<file path="src/rtl/noise_gate_hold_attack_release_top_macros.svh">
// assertion macros for the noise gate top level
// no dependencies; included by noise_gate_hold_attack_release_top.sv
`ifndef NOISE_GATE_HOLD_ATTACK_RELEASE_TOP_MACROS_SVH
`define NOISE_GATE_HOLD_ATTACK_RELEASE_TOP_MACROS_SVH

// same-cycle implication, disabled in reset
`define NGH_ASSERT_IMP(label, clk, rstn, ante, cons, msg) \
    label: assert property (@(posedge clk) disable iff (!rstn) (ante) |-> (cons)) \
        else $error(msg);

// next-cycle implication, disabled in reset
`define NGH_ASSERT_NXT(label, clk, rstn, ante, cons, msg) \
    label: assert property (@(posedge clk) disable iff (!rstn) (ante) |=> (cons)) \
        else $error(msg);

`endif

</file>
<file path="src/rtl/ngh_pkg.sv">
// shared types and constants for the noise gate
// no dependencies; imported by every module of the block
package ngh_pkg;

    localparam int SAMPLE_BITS    = 24;
    localparam int MAG_BITS       = SAMPLE_BITS - 1;
    localparam int COUNT_BITS     = 21;
    localparam int GAIN_BITS      = 17;
    localparam int COEF_BITS      = 16;
    localparam int THR_BITS       = 23;
    localparam int LEN_BITS       = 20;
    localparam int FRAC_BITS      = 16;
    localparam int QUO_BITS       = 16;
    localparam int CFG_DATA_BITS  = 23;
    localparam int CFG_INDEX_BITS = 3;

    // shared multiplier: signed sample-wide operand by signed gain-wide operand
    localparam int MUL_A_BITS = SAMPLE_BITS + 1;
    localparam int MUL_B_BITS = GAIN_BITS + 1;
    localparam int PROD_BITS  = MUL_A_BITS + MUL_B_BITS;
    localparam int ACC_BITS   = MAG_BITS + FRAC_BITS + 1;

    localparam int DIV_STEPS    = QUO_BITS;
    localparam int DIV_CNT_BITS = $clog2(DIV_STEPS);

    localparam logic [GAIN_BITS-1:0]  UNITY_GAIN = GAIN_BITS'(65536);
    localparam logic [GAIN_BITS-1:0]  SQRT2_Q16  = GAIN_BITS'(92681);
    localparam logic [MAG_BITS-1:0]   MAG_MAX    = {MAG_BITS{1'b1}};
    localparam logic [COUNT_BITS-1:0] COUNT_MAX  = {COUNT_BITS{1'b1}};

    // register reset values
    localparam logic [COEF_BITS-1:0] SMOOTHING_RST = COEF_BITS'(64881);
    localparam logic [THR_BITS-1:0]  LOWER_THR_RST = THR_BITS'(83886);
    localparam logic [LEN_BITS-1:0]  HOLD_RST      = LEN_BITS'(4800);
    localparam logic [LEN_BITS-1:0]  ATTACK_RST    = LEN_BITS'(48);
    localparam logic [LEN_BITS-1:0]  RELEASE_RST   = LEN_BITS'(4800);

    // register indexes
    localparam logic [CFG_INDEX_BITS-1:0] REG_SMOOTHING = CFG_INDEX_BITS'(0);
    localparam logic [CFG_INDEX_BITS-1:0] REG_LOWER_THR = CFG_INDEX_BITS'(1);
    localparam logic [CFG_INDEX_BITS-1:0] REG_HOLD      = CFG_INDEX_BITS'(2);
    localparam logic [CFG_INDEX_BITS-1:0] REG_ATTACK    = CFG_INDEX_BITS'(3);
    localparam logic [CFG_INDEX_BITS-1:0] REG_RELEASE   = CFG_INDEX_BITS'(4);

    typedef enum logic [3:0] {
        S_IDLE,
        S_MUL0,
        S_MUL1,
        S_MUL2,
        S_CMP,
        S_DIV,
        S_APPLY,
        S_MULG,
        S_DONE
    } state_t;

    typedef enum logic {
        DIV_RAMP,
        DIV_ATTACK
    } div_mode_t;

    typedef struct packed {
        state_t phase;
        logic   accept;
        logic   load_out;
    } ctrl_t;

    typedef struct packed {
        logic go_div;
    } status_t;

endpackage

</file>
<file path="src/rtl/noise_gate_hold_attack_release_top.sv">
// top level of the noise gate with hysteresis, hold, attack and release
// depends on ngh_pkg, ngh_ctrl, ngh_dp and the assertion macro header
`include "noise_gate_hold_attack_release_top_macros.svh"

// usage
// - input channel s_valid/s_ready/s_sample: one signed q1.23 sample per transaction
// - result channel m_valid/m_ready carries m_gated_sample (sample times gain,
//   floored) and m_gate_gain (q1.16, 65536 is unity), one result per sample
// - cfg_we/cfg_index/cfg_wdata write one register per cycle, no wait state;
//   indexes: smoothing, lower threshold, hold, attack, release; others ignored
// - write configuration only while no sample is in flight
// sequencing
// - phases: envelope and threshold products, compare, divide and apply (only
//   when the gain ramp or attack step needs the 16-step serial divider), output
//   product and done; s_ready is high only in idle: one sample at a time
// - the single multiplier is shared by envelope, threshold and output products,
//   so those products run one per cycle in sequence
// reset and stalls
// - aresetn (synchronous, active low) restores register defaults, clears the
//   envelope and hold count and sets unity gain
// - the result sits in an output register; a new sample is taken while it waits,
//   and the sequencer only stalls at the end if the previous result is unclaimed
module noise_gate_hold_attack_release_top
    import ngh_pkg::*;
(
    input  logic                          aclk,
    input  logic                          aresetn,
    input  logic                          s_valid,
    output logic                          s_ready,
    input  logic signed [SAMPLE_BITS-1:0] s_sample,
    output logic                          m_valid,
    input  logic                          m_ready,
    output logic signed [SAMPLE_BITS-1:0] m_gated_sample,
    output logic [GAIN_BITS-1:0]          m_gate_gain,
    input  logic                          cfg_we,
    input  logic [CFG_INDEX_BITS-1:0]     cfg_index,
    input  logic [CFG_DATA_BITS-1:0]      cfg_wdata
);

    ctrl_t   ctrl;
    status_t status;

    // sequencer: walks the phases of one sample and owns the output valid
    ngh_ctrl u_ctrl (
        .aclk    (aclk),
        .aresetn (aresetn),
        .s_valid (s_valid),
        .s_ready (s_ready),
        .m_valid (m_valid),
        .m_ready (m_ready),
        .status  (status),
        .ctrl    (ctrl)
    );

    // datapath: envelope, gate decision, shared multiplier and divider step
    ngh_dp u_dp (
        .aclk           (aclk),
        .aresetn        (aresetn),
        .cfg_we         (cfg_we),
        .cfg_index      (cfg_index),
        .cfg_wdata      (cfg_wdata),
        .s_sample       (s_sample),
        .m_gated_sample (m_gated_sample),
        .m_gate_gain    (m_gate_gain),
        .ctrl           (ctrl),
        .status         (status)
    );

    // gain never exceeds unity
    `NGH_ASSERT_IMP(a_gain_le_unity, aclk, aresetn, m_valid, m_gate_gain <= UNITY_GAIN, "gain above unity")

    // a closed gate yields silence
    `NGH_ASSERT_IMP(a_closed_silent, aclk, aresetn, m_valid && (m_gate_gain == '0), m_gated_sample == '0, "closed gate passes signal")

    // one sample at a time: input closes after a transaction
    `NGH_ASSERT_NXT(a_single_item, aclk, aresetn, s_valid && s_ready, !s_ready, "input still ready after transaction")

endmodule

</file>
<file path="src/rtl/ngh_ctrl.sv">
// sequencer for the noise gate: phase, divider step count, output valid
// depends on ngh_pkg
module ngh_ctrl
    import ngh_pkg::*;
(
    input  logic    aclk,
    input  logic    aresetn,
    input  logic    s_valid,
    output logic    s_ready,
    output logic    m_valid,
    input  logic    m_ready,
    input  status_t status,
    output ctrl_t   ctrl
);

    state_t                  state_reg;
    state_t                  state_next;
    logic [DIV_CNT_BITS-1:0] div_cnt_reg;
    logic [DIV_CNT_BITS-1:0] div_cnt_next;
    logic                    m_valid_reg;
    logic                    m_valid_next;
    logic                    div_last;
    logic                    out_free;

    assign div_last = (div_cnt_reg == DIV_CNT_BITS'(DIV_STEPS - 1));
    assign out_free = !m_valid_reg || m_ready;

    // next state
    always_comb begin
        state_next = state_reg;
        case (state_reg)
            S_IDLE: begin
                if (s_valid) begin
                    state_next = S_MUL0;
                end
            end
            S_MUL0:  state_next = S_MUL1;
            S_MUL1:  state_next = S_MUL2;
            S_MUL2:  state_next = S_CMP;
            S_CMP:   state_next = status.go_div ? S_DIV : S_MULG;
            S_DIV: begin
                if (div_last) begin
                    state_next = S_APPLY;
                end
            end
            S_APPLY: state_next = S_MULG;
            S_MULG:  state_next = S_DONE;
            S_DONE: begin
                if (out_free) begin
                    state_next = S_IDLE;
                end
            end
            default: state_next = S_IDLE;
        endcase
    end

    // outputs
    always_comb begin
        s_ready       = (state_reg == S_IDLE);
        ctrl.phase    = state_reg;
        ctrl.accept   = (state_reg == S_IDLE) && s_valid;
        ctrl.load_out = (state_reg == S_DONE) && out_free;
        m_valid       = m_valid_reg;
    end

    always_comb begin
        div_cnt_next = div_cnt_reg;
        if (state_reg == S_CMP) begin
            div_cnt_next = '0;
        end else if (state_reg == S_DIV) begin
            div_cnt_next = div_cnt_reg + DIV_CNT_BITS'(1);
        end
        m_valid_next = m_valid_reg;
        if (ctrl.load_out) begin
            m_valid_next = 1'b1;
        end else if (m_ready) begin
            m_valid_next = 1'b0;
        end
    end

    always_ff @(posedge aclk) begin
        if (!aresetn) begin
            state_reg   <= S_IDLE;
            div_cnt_reg <= '0;
            m_valid_reg <= 1'b0;
        end else begin
            state_reg   <= state_next;
            div_cnt_reg <= div_cnt_next;
            m_valid_reg <= m_valid_next;
        end
    end

endmodule

</file>
<file path="src/rtl/ngh_dp.sv">
// noise gate datapath: registers, shared multiplier, serial divider step
// depends on ngh_pkg; driven by ngh_ctrl
module ngh_dp
    import ngh_pkg::*;
(
    input  logic                             aclk,
    input  logic                             aresetn,
    input  logic                             cfg_we,
    input  logic [CFG_INDEX_BITS-1:0]        cfg_index,
    input  logic [CFG_DATA_BITS-1:0]         cfg_wdata,
    input  logic signed [SAMPLE_BITS-1:0]    s_sample,
    output logic signed [SAMPLE_BITS-1:0]    m_gated_sample,
    output logic [GAIN_BITS-1:0]             m_gate_gain,
    input  ctrl_t                            ctrl,
    output status_t                          status
);

    // configuration
    logic [COEF_BITS-1:0] smoothing_reg;
    logic [THR_BITS-1:0]  lower_thr_reg;
    logic [LEN_BITS-1:0]  hold_reg;
    logic [LEN_BITS-1:0]  attack_reg;
    logic [LEN_BITS-1:0]  release_reg;

    // working registers
    logic signed [SAMPLE_BITS-1:0] sample_reg, sample_next;
    logic [MAG_BITS-1:0]           mag_reg, mag_next;
    logic signed [PROD_BITS-1:0]   prod_reg, prod_next;
    logic [ACC_BITS-1:0]           acc_reg, acc_next;
    logic [MAG_BITS-1:0]           env_reg, env_next;
    logic [GAIN_BITS-1:0]          gain_reg, gain_next;
    logic [COUNT_BITS-1:0]         count_reg, count_next;
    logic [LEN_BITS-1:0]           rem_reg, rem_next;
    logic [LEN_BITS-1:0]           divisor_reg, divisor_next;
    logic [QUO_BITS-1:0]           quo_reg, quo_next;
    div_mode_t                     div_mode_reg, div_mode_next;
    logic signed [SAMPLE_BITS-1:0] out_sample_reg, out_sample_next;
    logic [GAIN_BITS-1:0]          out_gain_reg, out_gain_next;

    logic signed [MUL_A_BITS-1:0]  mul_a;
    logic signed [MUL_B_BITS-1:0]  mul_b;
    logic signed [PROD_BITS-1:0]   product;

    logic [SAMPLE_BITS-1:0]        neg_sample;
    logic [MAG_BITS-1:0]           mag_in;
    logic [ACC_BITS:0]             env_sum;
    logic [MAG_BITS:0]             upper;
    logic                          is_below;
    logic                          is_above;
    logic [COUNT_BITS-1:0]         count_inc;
    logic [COUNT_BITS-1:0]         past_diff;
    logic                          past_hold;
    logic                          in_ramp;
    logic                          att_short;
    logic [LEN_BITS:0]             rem_shift;
    logic [LEN_BITS:0]             rem_diff;
    logic                          div_ge;
    logic [GAIN_BITS-1:0]          ramp;
    logic [QUO_BITS-1:0]           step;
    logic [GAIN_BITS:0]            gain_sum;

    always_ff @(posedge aclk) begin
        if (!aresetn) begin
            smoothing_reg <= SMOOTHING_RST;
            lower_thr_reg <= LOWER_THR_RST;
            hold_reg      <= HOLD_RST;
            attack_reg    <= ATTACK_RST;
            release_reg   <= RELEASE_RST;
        end else if (cfg_we) begin
            case (cfg_index)
                REG_SMOOTHING: smoothing_reg <= cfg_wdata[COEF_BITS-1:0];
                REG_LOWER_THR: lower_thr_reg <= cfg_wdata[THR_BITS-1:0];
                REG_HOLD:      hold_reg      <= cfg_wdata[LEN_BITS-1:0];
                REG_ATTACK:    attack_reg    <= cfg_wdata[LEN_BITS-1:0];
                REG_RELEASE:   release_reg   <= cfg_wdata[LEN_BITS-1:0];
                default: ;
            endcase
        end
    end

    // magnitude, most negative value saturates
    assign neg_sample = ~s_sample + SAMPLE_BITS'(1);
    always_comb begin
        if (!s_sample[SAMPLE_BITS-1]) begin
            mag_in = s_sample[MAG_BITS-1:0];
        end else if (neg_sample[SAMPLE_BITS-1]) begin
            mag_in = MAG_MAX;
        end else begin
            mag_in = neg_sample[MAG_BITS-1:0];
        end
    end

    // shared multiplier operand select
    always_comb begin
        mul_a = '0;
        mul_b = '0;
        case (ctrl.phase)
            S_MUL0: begin
                mul_a = MUL_A_BITS'(env_reg);
                mul_b = MUL_B_BITS'(smoothing_reg);
            end
            S_MUL1: begin
                mul_a = MUL_A_BITS'(mag_reg);
                mul_b = MUL_B_BITS'(UNITY_GAIN - GAIN_BITS'(smoothing_reg));
            end
            S_MUL2: begin
                mul_a = MUL_A_BITS'(lower_thr_reg);
                mul_b = MUL_B_BITS'(SQRT2_Q16);
            end
            S_MULG: begin
                mul_a = MUL_A_BITS'(sample_reg);
                mul_b = MUL_B_BITS'(gain_reg);
            end
            default: ;
        endcase
    end
    assign product = mul_a * mul_b;

    assign env_sum   = {1'b0, acc_reg} + {1'b0, prod_reg[ACC_BITS-1:0]};
    assign upper     = prod_reg[MAG_BITS+FRAC_BITS:FRAC_BITS];
    assign is_below  = (env_reg <= lower_thr_reg) && ({1'b0, env_reg} < upper);
    assign is_above  = ({1'b0, env_reg} >= upper) && (env_reg > lower_thr_reg);
    assign count_inc = (count_reg == COUNT_MAX) ? count_reg
                                                : count_reg + COUNT_BITS'(1);
    assign past_hold = count_inc > COUNT_BITS'(hold_reg);
    assign past_diff = count_inc - COUNT_BITS'(hold_reg);
    assign in_ramp   = past_diff < COUNT_BITS'(release_reg);
    assign att_short = attack_reg <= LEN_BITS'(1);

    assign status.go_div = (ctrl.phase == S_CMP)
                         && ((is_below && past_hold && in_ramp) || (is_above && !att_short));

    // restoring divider step, one quotient bit a cycle
    assign rem_shift = {rem_reg, 1'b0};
    assign rem_diff  = rem_shift - {1'b0, divisor_reg};
    assign div_ge    = rem_shift >= {1'b0, divisor_reg};

    assign ramp     = UNITY_GAIN - GAIN_BITS'(quo_reg);
    assign step     = (quo_reg == '0) ? QUO_BITS'(1) : quo_reg;
    assign gain_sum = {1'b0, gain_reg} + (GAIN_BITS + 1)'(step);

    always_comb begin
        sample_next     = sample_reg;
        mag_next        = mag_reg;
        prod_next       = prod_reg;
        acc_next        = acc_reg;
        env_next        = env_reg;
        gain_next       = gain_reg;
        count_next      = count_reg;
        rem_next        = rem_reg;
        divisor_next    = divisor_reg;
        quo_next        = quo_reg;
        div_mode_next   = div_mode_reg;
        out_sample_next = out_sample_reg;
        out_gain_next   = out_gain_reg;
        case (ctrl.phase)
            S_IDLE: begin
                if (ctrl.accept) begin
                    sample_next = s_sample;
                    mag_next    = mag_in;
                end
            end
            S_MUL0: prod_next = product;
            S_MUL1: begin
                prod_next = product;
                acc_next  = prod_reg[ACC_BITS-1:0];
            end
            S_MUL2: begin
                prod_next = product;
                env_next  = env_sum[MAG_BITS+FRAC_BITS-1:FRAC_BITS];
            end
            S_CMP: begin
                quo_next = '0;
                if (is_below) begin
                    count_next = count_inc;
                    if (past_hold) begin
                        if (in_ramp) begin
                            rem_next      = past_diff[LEN_BITS-1:0];
                            divisor_next  = release_reg;
                            div_mode_next = DIV_RAMP;
                        end else begin
                            gain_next = '0;
                        end
                    end
                end else if (is_above) begin
                    count_next = '0;
                    if (att_short) begin
                        gain_next = UNITY_GAIN;
                    end else begin
                        rem_next      = LEN_BITS'(1);
                        divisor_next  = attack_reg;
                        div_mode_next = DIV_ATTACK;
                    end
                end else begin
                    count_next = '0;
                end
            end
            S_DIV: begin
                rem_next = div_ge ? rem_diff[LEN_BITS-1:0] : rem_shift[LEN_BITS-1:0];
                quo_next = {quo_reg[QUO_BITS-2:0], div_ge};
            end
            S_APPLY: begin
                if (div_mode_reg == DIV_RAMP) begin
                    if (ramp < gain_reg) begin
                        gain_next = ramp;
                    end
                end else if (gain_sum > (GAIN_BITS + 1)'(UNITY_GAIN)) begin
                    gain_next = UNITY_GAIN;
                end else begin
                    gain_next = gain_sum[GAIN_BITS-1:0];
                end
            end
            S_MULG: prod_next = product;
            S_DONE: begin
                if (ctrl.load_out) begin
                    out_sample_next = prod_reg[SAMPLE_BITS+FRAC_BITS-1:FRAC_BITS];
                    out_gain_next   = gain_reg;
                end
            end
            default: ;
        endcase
    end

    always_ff @(posedge aclk) begin
        if (!aresetn) begin
            env_reg   <= '0;
            gain_reg  <= UNITY_GAIN;
            count_reg <= '0;
        end else begin
            env_reg   <= env_next;
            gain_reg  <= gain_next;
            count_reg <= count_next;
        end
    end

    always_ff @(posedge aclk) begin
        sample_reg     <= sample_next;
        mag_reg        <= mag_next;
        prod_reg       <= prod_next;
        acc_reg        <= acc_next;
        rem_reg        <= rem_next;
        divisor_reg    <= divisor_next;
        quo_reg        <= quo_next;
        div_mode_reg   <= div_mode_next;
        out_sample_reg <= out_sample_next;
        out_gain_reg   <= out_gain_next;
    end

    assign m_gated_sample = out_sample_reg;
    assign m_gate_gain    = out_gain_reg;

endmodule

</file>
<file path="config.mk">
export PLATFORM = sky130hd
export DESIGN_NAME = noise_gate_hold_attack_release_top
export DESIGN_NICKNAME = d
export VERILOG_FILES = /design/src/rtl/ngh_pkg.sv /design/src/rtl/noise_gate_hold_attack_release_top.sv /design/src/rtl/ngh_ctrl.sv /design/src/rtl/ngh_dp.sv
export VERILOG_INCLUDE_DIRS = /design/src /design/src/rtl
export SDC_FILE = /design/constraint.sdc
export NUM_CORES = 2
export LEC_CHECK = 0
export ABC_AREA = 1
export BUFFER_PORTS_ARGS = -buffer_cell sky130_fd_sc_hd__buf_2
export CAP_MARGIN = 40
export CORE_MARGIN = 2
export CORE_UTILIZATION = 30
export DETAILED_ROUTE_END_ITERATION = 10
export SLEW_MARGIN = 20
export SYNTH_ARGS = -nofsm -noshare
export SYNTH_HDL_FRONTEND = slang
export SYNTH_SLANG_ARGS = --single-unit
</file>
<file path="constraint.sdc">
create_clock -name aclk -period 10.5 [get_ports aclk]
set_input_delay 1.575 -clock aclk [delete_from_list [all_inputs] [get_ports aclk]]
set_output_delay 1.575 -clock aclk [all_outputs]
set_load 0.05 [all_outputs]
</file>
==> reports/qor.yml <==
clocking:
  cts_resized: 0
  clock_path_buffers: 3
  cts_setup_buffers: 0
  clock_latency_ns: 0.63
  cts_root_buf: "clkbuf_16"
  cts_inserted_buffers: 48
  hold_buffers: 0
  path_clk_slew_ns: 0.07
  h-tree-depth: 2
  cts_sinks: 393
  cts_tree: "done"
job:
  cap_viol_max_count: 0
worst_setup_path:
  critPathBufInv: 10
  crit_cells: 28
  reg2reg_slack_ns: 1.94
  start_kind: "flop"
  end_kind: "flop"
  path_delay_family: "adder cells"
  cp_slowest_cell: "buf_4"
  r2r-end: "u_dp.prod_reg[38]$_DFFE_PN_"
  cp_data_required_time_ns: 10.85
  worst_ep_arrival_time_ns: 8.91
  worstReg2RegStart: "u_ctrl.state_reg[1]$_SDFFE_PN0P_"
  cpPeakStageDelay_ns: 0.63
  path_class: "flop to flop"
  rr_worst_depth: 28
  crit_path_frequent_cell: "inv_1"
  critPathMaxFanout: 44
synth:
  synth.cell_area_um2: 38270
  synth_ff_type: "edfxtp_1"
  syn-mean-instance-area_um2: 7.983
  synth_warnings: 0
  syn_inst: 4794
  ys_ff_latch: 393
  synth_edf_count: 224
  synth.distinct_cells: 62
  synthArstFlopShare: 0
  yosysSeqAreaShare: 0.2642
  synth_nets: 5517
pwr:
  pwr_density_cell_nw_per_um2: 134.1
  power_leakage_nw: 20.20
  peakVddDrop_uv: 139.4
die:
  rows: 131
  io_pins: 98
  start_util: 0.3013
  die_h_um: 361.2
  core_area_um2: 127000
  die_area_um2: 130400
  die-width_um: 361.2
placement:
  hpwl_um: 100500
  gp_congestion: 0.9310
  io_buffers: 97
  dp.cells: 6454
route:
  wl_um: 122600
  highest_layer: "met5"
  vias: 32000
  drt_first_pass_iters: 6
  wl_met2_um: 58600
  drt_iter0_markers: 2482
  viasPerCell: 4.884
  drc: 0
  avgRoutedWirePerCell_um: 18.71
  antenna_left: 0
  drt-met1-wl_um: 51830
  dr_wl_met3_um: 7413
sta:
  slew_headroom: 0.3827
  post-route-period-util: 0.8154
  fin_worst_skew_ns: 0.03232
  setup_viol: 0
  timing.hold.ws_ns: 0.4483
  rsz0062_at_grt: "false"
  tns_ns: 0
  hold_viol_final: 0
  period_minus_slack_ns: 8.562
  fmax_mhz: 116.8
  worstMarginPinSlew_ns: 0.9226
  slew_violations: 0
finish:
  final_nets: 5570
  largest_register_ffs: 40
  final_layout_size_suffix_gt1_frac: 0.06548
  nFillCells: 13300
  stdcell_count: 6552
  syn_to_final_growth_pct: 10.81
global_route:
  grt_pass1_wl_um: 188000
  grt_pass1_vias: 31230
  grt_max_degree: 70
  grt-ovfl-total: 0
  antenna_found_initial: 15
  track_usage: 0.1864
worst_hold_path:
  hold_path_class: "flop to flop"
  hold_start: "u_dp.attack_reg[0]$_SDFFE_PN0P_"
  min_path_cells: 2
  hold_path_end: "u_dp.attack_reg[0]$_SDFFE_PN0P_"
outcome:
  outcome: "complete, no violations"
[cell families after synthesis]
logic type      after synthesis  share of synthesized area
simple gates               1728                     0.1899
buf+inv                    1169                     0.1170
compound gates              715                     0.1060
fa+ha+maj                   668                     0.2953
flops                       393                     0.2642
xor+xnor                    121                    0.02769
[cells in the final DEF (no fill, tap or decap), drive strengths merged, types with 2 or more instances in the layout]
cell      Yosys  layout
a21o         10      10
edfxtp      224     224
o221ai        8       8
a211oi        6       6
inv        1033    1035
bufinv        0       4
o22ai        20      20
o21a          4       4
a221oi        4       4
a31oi        26      26
o211ai       51      51
nand3       157     157
buf          51     136
or2          13      13
xor2         83      83
a31o          2       2
o31ai         4       4
nand2       901     901
a21boi        4       4
a22o         14      14
clkbuf       82      68
o21ai       276     276
nand3b       13      13
diode         0       3
a22oi         2       2
nor4         16      16
a21oi       259     259
dfxtp       169     169
and2          4       4
o32ai         4       4
fa          392     392
nor2        507     507
and3          3       3
xnor2        38      38
nand4        52      52
nor3         59      59
ha          276     276
o21bai       17      17
clkinvlp      0       3
clkinv        3      16
[how the worst max path moves through the flow]
stage                                     startpoint                     endpoint  slack, ns
floorplan           u_ctrl.state_reg[1]$_SDFFE_PN0P_  u_dp.prod_reg[38]$_DFFE_PN_       3.38
global placement    u_ctrl.state_reg[3]$_SDFFE_PN0P_  u_dp.prod_reg[34]$_DFFE_PN_       1.73
detailed placement  u_ctrl.state_reg[3]$_SDFFE_PN0P_  u_dp.prod_reg[28]$_DFFE_PN_       1.70
CTS                 u_ctrl.state_reg[3]$_SDFFE_PN0P_  u_dp.prod_reg[28]$_DFFE_PN_       1.63
global route        u_ctrl.state_reg[3]$_SDFFE_PN0P_  u_dp.prod_reg[38]$_DFFE_PN_       1.52
finish              u_ctrl.state_reg[1]$_SDFFE_PN0P_  u_dp.prod_reg[38]$_DFFE_PN_       1.94
[worst reg2reg max path, delay by kind of cell, from the launching register on]
family                     cells  cell delay [ns]
AOI/OAI and AO/OA              3             0.67
xor gates and xnor gates       1             0.15
adders and majority gates      7             3.51
buffers and inverters         10             2.04
DFF                            1             0.39
and+or+nand+nor                7             1.52
[metal layers]
layer,global-route usage,up-vias
met5,0,-
met2,0.3151,995
li1,-,15200
met1,0.2418,15580
met3,0.02712,211
met4,0.06621,14
[metrics by stage]
stage | power, W | utilization | cell area, µm² | setup slack, ns
final | 0.005687 | 0.3339 | 42410 | 1.938
after global routing | 0.006000 | 0.3338 | 42400 | 1.521
after CTS | 0.005721 | 0.3333 | 42340 | 1.631
after detailed placement | 0.003900 | 0.3197 | 40620 | 1.703
after global placement | 0.003879 | 0.3187 | 40480 | 1.730
after floorplan | 0.003196 | - | 38270 | 3.385
[synthesized netlist by cell type (5+ instances only)]
master	number	area, µm²
nor2_2	16	100.1
inv_2	19	71.32
o21bai_1	17	127.6
a31oi_1	26	162.7
buf_1	6	22.52
inv_1	1013	3802
a21oi_1	259	1296
nand2_1	880	3303
nand3_2	5	50.05
nor4_1	15	93.84
o221ai_1	8	70.07
xnor2_1	38	332.8
nand3b_1	13	97.59
nand4_1	52	325.3
dfxtp_1	169	3383
nor2_1	488	1832
o22ai_2	5	62.56
xor2_1	83	727.0
buf_2	38	190.2
o21ai_1	12	60.06
nor3_2	8	80.08
clkbuf_1	82	307.8
nor3_1	51	255.2
fa_1	392	7848
nand2_2	19	118.9
o211ai_1	51	382.9
or2_2	11	68.82
nand3_1	150	750.7
a21o_1	10	75.07
edfxtp_1	224	6726
a22o_1	14	122.6
o21ai_0	262	1311
a211oi_1	6	45.04
o22ai_1	15	93.84
ha_1	276	3453
[where the power goes]
part	internal (W)	switching, W
clock	0.00106	0.000733
combinational	0.000582	0.00135
sequential	0.00181	0.000153
total	0.00346	0.00223
[area by class of cell]
cell class / count / area, µm² / share of cell area
diodes: 3 / 7.507 / 0.0001770
clock buffers: 68 / 1434 / 0.03381
clock inverters: 22 / 291.5 / 0.006874
inverters: 1036 / 3891 / 0.09175
multi-input cells: 3232 / 23730 / 0.5596
flip-flops and latches: 393 / 10110 / 0.2384
well taps: 1662 / 2079 / 0.04903
repair buffers: 136 / 864.6 / 0.02039
No activity file was read; power rests on OpenSTA's default activity.
